## config.mk

```make
export PLATFORM = sky130hd
export DESIGN_NAME = sfpr_ctrl
export DESIGN_NICKNAME = d
export VERILOG_FILES = /design/src/rtl/core/sfpr_pkg.sv /design/src/rtl/core/sfpr_ctrl.sv
export SDC_FILE = /design/constraint.sdc
export NUM_CORES = 1
export LEC_CHECK = 0
export BUFFER_PORTS_ARGS = -buffer_cell sky130_fd_sc_hd__buf_2
export CAP_MARGIN = 20
export CORE_AREA = 4 4 41 43
export CTS_BUF_LIST = sky130_fd_sc_hd__clkbuf_8 sky130_fd_sc_hd__clkbuf_16
export DETAILED_ROUTE_END_ITERATION = 6
export DIE_AREA = 0 0 45 47
export GPL_ROUTABILITY_DRIVEN = 1
export SYNTH_ARGS = -nofsm -noshare
export SYNTH_HDL_FRONTEND = slang
export SYNTH_SLANG_ARGS = --single-unit
```

## constraint.sdc

```tcl
create_clock -name clk_i -period 0.9 [get_ports clk_i]
set_input_delay 0.135 -clock clk_i [delete_from_list [all_inputs] [get_ports clk_i]]
set_output_delay 0.135 -clock clk_i [all_outputs]
set_load 0.1 [all_outputs]
```

## src/rtl/core/sfpr_pkg.sv

```systemverilog
// Shared types and constants for the segmented FIFO page replacement block.
// No dependencies.
package sfpr_pkg;
  localparam int MaxFrames = 64;
  localparam int PageShift = 12;
  localparam int PageW = 32 - PageShift;
  localparam int IdxW = $clog2(MaxFrames);
  localparam int CntW = IdxW + 1;
  localparam int CfgW = 7;
  localparam int PctMax = 100;

  localparam logic CfgFrames = 1'b0;
  localparam logic CfgPercent = 1'b1;

  typedef enum logic [1:0] {
    PlaceMiss = 2'd0,
    PlaceFifo = 2'd1,
    PlaceLru  = 2'd2
  } place_e;

  typedef enum logic [1:0] {
    StIdle,
    StApply,
    StOut
  } state_e;

  typedef struct packed {
    logic [PageW-1:0] page;
    logic             dirty;
  } slot_t;

  typedef struct packed {
    logic look;
    logic apply;
  } cmd_t;

  typedef struct packed {
    place_e           place;
    logic             dread;
    logic             dwrite;
    logic [PageW-1:0] evp;
    logic             ev;
    logic [31:0]      rtot;
    logic [31:0]      wtot;
  } res_t;
endpackage

```

## src/rtl/core/sfpr_ctrl.sv

```systemverilog
// Controller state machine: accepts an access, sequences lookup and update.
// Depends on sfpr_pkg.
module sfpr_ctrl import sfpr_pkg::*; (
  input  logic   clk_i,
  input  logic   rst_ni,
  input  logic   in_valid_i,
  output logic   in_ready_o,
  output logic   out_valid_o,
  input  logic   out_ready_i,
  output cmd_t   cmd_o
);
  state_e state_q, state_d;

  always_ff @(posedge clk_i or negedge rst_ni) begin
    if (!rst_ni) state_q <= StIdle;
    else state_q <= state_d;
  end

  always_comb begin
    state_d = state_q;
    in_ready_o = 1'b0;
    out_valid_o = 1'b0;
    cmd_o = '0;
    unique case (state_q)
      StIdle: begin
        in_ready_o = 1'b1;
        if (in_valid_i) begin
          cmd_o.look = 1'b1;
          state_d = StApply;
        end
      end
      StApply: begin
        cmd_o.apply = 1'b1;
        state_d = StOut;
      end
      StOut: begin
        out_valid_o = 1'b1;
        in_ready_o = out_ready_i;
        if (out_ready_i) begin
          if (in_valid_i) begin
            cmd_o.look = 1'b1;
            state_d = StApply;
          end else begin
            state_d = StIdle;
          end
        end
      end
      default: state_d = StIdle;
    endcase
  end
endmodule

```

# Yosys cells after proc, flatten, opt, wreduce, memory -nomap -nowiden
# Cells that the tools add are included.
# Widths: inputs -> output; s select.
# word_totals
ff_bits,2
in_bits,4
out_inout_bits,4
wordCells,17
# op_classes
eq_ne,4
muxes,10
n_reduce_logical,2
# ops
cell,count
$pmux 2 s3,1
$mux 1,5
$mux 2,2
$ne 2x2->1 const B,2
$pmux 1 s2,2
$eq 2x1->1 const B,1
$eq 2x2->1 const B,1
$logic_not 2->1,1
$reduce_and 2->1,1

# Longest topological paths before layout
# depth
depth_word,3
mapped_depth,2
mapped_depth_nobuf,2

# Least setup slack after synthesis
# Ideal clock, no wire load.
# synth_timing
kind,register to output
startpoint,register state_q[1]
endpoint,output cmd_o[1] (netlist bit)
arrival_ps,2710
required_ps,765
setup_slack_ps,-1945
path_stages_with_launch,3
n_path_buf,0
path_cell_list,dfrtp_1 > nor2b_4 > nor3b_1
# synth_rtl
item,line,text
"start, declared",sfpr_ctrl.sv:12,"state_e state_q, state_d;"
"start signal, assigned",sfpr_ctrl.sv:15,if (!rst_ni) state_q <= StIdle;
"start signal, assigned",sfpr_ctrl.sv:16,else state_q <= state_d;
"end, declared",sfpr_ctrl.sv:10,output cmd_t cmd_o

==> run summary <==
run status: finished with violations
failing checks: setup timing
Largest Register: state_q
placed cell area: 263 um2
ant diodes: 0
CTS tree: yes
Max-Cap Viols: 0
fin crit period: 1.27 ns
max reg flops: 2
Clock transition at path regs: 0.03 ns
Place WS: -0.161 ns
final hold vios: 0
# clock sinks: 2
Synth cell types: 9
post-route cell area: 352 um2
vias per inst: 3.24
Lkg Pwr: 0.170 nW
Initial Utilization: 0.0894
die area: 0.00212 mm2
chip height: 47 um
total power: 1.05 mW
met2 Use GR: 0.0706
core area: 0.00130 mm2
Crit-path slowest cell: dfrtp_1
Residual DRC: 0
H-tree depth: 1
Hold WS: 0.212 ns
crit-path cells: buf_4 > buf_6 > nor2b_4 > buf_12
Hold Crit Class: in2reg
initial antenna violation count: 0
PD cells: 2980 mW/mm2
drt total wl: 380 um
Seq cells post-synth: 2
clk_lat worst skew: 0.21 ns
Layout area overhead: 202%
NumNets Final: 32
GR Util met3: 0.0345
GR Util All Layers: 0.0427
TritonCTS buffer count: 3
Slew headroom: 0.871
Req. time, crit path: 0.76 ns
Die Wd: 45 um
Worst Setup End Kind: output pin
pin count of the biggest net entering global routing: 6
DR pass1 iterations: 2
vias in the first global route: 149
Cell Rows: 13
# fillers: 139
yosys synthesis warning count: 0
Syn Nets: 15
initial DRC count: 2
first-pass GRT wire length: 586 um
CP top delay family: buffers and inverters
post-route setup slack: -0.368 ns
Post-Route Skew: 0.00888 ns
antenna-violating nets left: 0
largest area contributor in the netlist: dfrtp_1
cell depth of the worst setup path: 4
IO Count: 8
Crit path largest cell delay: 0.37 ns
sequential cell area fraction in the yosys report: 0.430
share of the synthesized area in the top cell type: 0.430
RD Place Congestion: 0.607
layout cells sized above 1: 0.815
met1 Use GR: 0.0386
Slew @ Worst Pin: 0.193 ns
Setup violations, final: 5
clk buf depth: 2
worst-path fanout max: 2
CTS root buffer: clkbuf_8
period utilization: 1.41
count of pins over their slew limit: 0
PortBufs: 7
cell count after synthesis: 11
worst vdd ir: 1.05 mV
most frequent cells in the layout: buf_12 (4), buf_4 (4), nor2b_4 (3), clkbuf_8 (3), buf_2 (3)
Worst Path Arrival: 1.13 ns
f_max: 0.789 GHz
Cell Area, Synth: 116 um2
grt total ovfl: 0
kind of critical path: reg2out
RSZ-0062 raised after global routing: true
vias: 136
layer with the highest usage: met2
Reg2Reg Depth: 3
Mapped Avg Cell Area: 10.6 um2
CP Buf/Inv Count: 3
CP Launch Type: flip-flop
Area contributors post-synth: dfrtp_1 (43%), nor3b_1 (13%), nor2b_4 (12%), nor2b_2 (7.5%), a21o_1 (6.5%)
biggest registers after layout: state_q x2
routed len/inst: 9.05 um
Min-Delay Path Depth: 2
==> metal layers <==
metal / share of wire / up-vias
met5: 0 / -
met4: 0 / 0
met3: 0.14 / 0
met2: 0.47 / 9
met1: 0.39 / 61
li1: - / 66
==> cell families after synthesis <==
logic type	Yosys count	synth area share
compound gates	1	0.0645
buf+inv	2	0.0968
flops	2	0.430
simple gates	6	0.409
==> final cells by class <==
class                           count  area (um2)  share of cell area
Sequential cell                     2        51.3               0.146
Tap cell                           15        18.8              0.0534
Timing Repair Buffer               13         146               0.416
Clock inverter                      1        3.75              0.0107
Clock buffer                        3        41.3               0.117
Inverter                            1        3.75              0.0107
Multi-Input combinational cell      7        86.3               0.246
==> metrics by stage <==
stage | utilization | setup TNS (ns) | std cells
detailed placement | 0.202 | -0.443 | 35
global route | 0.270 | -1.59 | 42
global placement | 0.202 | -0.422 | 35
CTS | 0.266 | -1.49 | 42
floorplan | - | -1.66 | 11
finish | 0.270 | -1.44 | 42
==> synthesized netlist by cell type <==
cell type,count
a21o_1,1
buf_4,1
dfrtp_1,2
inv_1,1
nor2_1,1
nor2b_1,1
nor2b_2,1
nor2b_4,1
nor3b_1,2
==> path summary, 6_finish.rpt <==
check | from | endpoint | slack [ns]
worst min register to register | state_q[0]$_DFFE_PN0P_ | state_q[0]$_DFFE_PN0P_ | 0.65
min in group asynchronous | rst_ni | state_q[0]$_DFFE_PN0P_ | 0.24
worst min-delay path | in_valid_i | state_q[0]$_DFFE_PN0P_ | 0.21
worst max-delay path | state_q[1]$_DFFE_PN0P_ | cmd_o[0] | -0.37
max in group asynchronous | rst_ni | state_q[0]$_DFFE_PN0P_ | 0.54
worst max register to register | state_q[0]$_DFFE_PN0P_ | state_q[1]$_DFFE_PN0P_ | -0.10
==> repair_timing <==
action	4_1_cts	5_1_grt
gates cloned	0	0
endpoints found under the hold margin	2	0
endpoints found under the setup margin	6	5
gates resized for setup	3	1
hold buffers	1	0
setup buffers	2	0
==> worst register-to-register path: stages (launching register included) <==
cell     delay [ns]
dfrtp_2        0.45
nor2b_4        0.16
buf_4          0.13
a21o_1         0.14
==> where the power goes <==
| part | switching, mW | internal (mW) | total [mW] |
|---|---|---|---|
| combinational | 0.319 | 0.239 | 0.557 |
| sequential | 0.0198 | 0.108 | 0.128 |
| clock | 0.0736 | 0.289 | 0.362 |
| total | 0.412 | 0.635 | 1.05 |
Power figures use the tool's default switching activity.
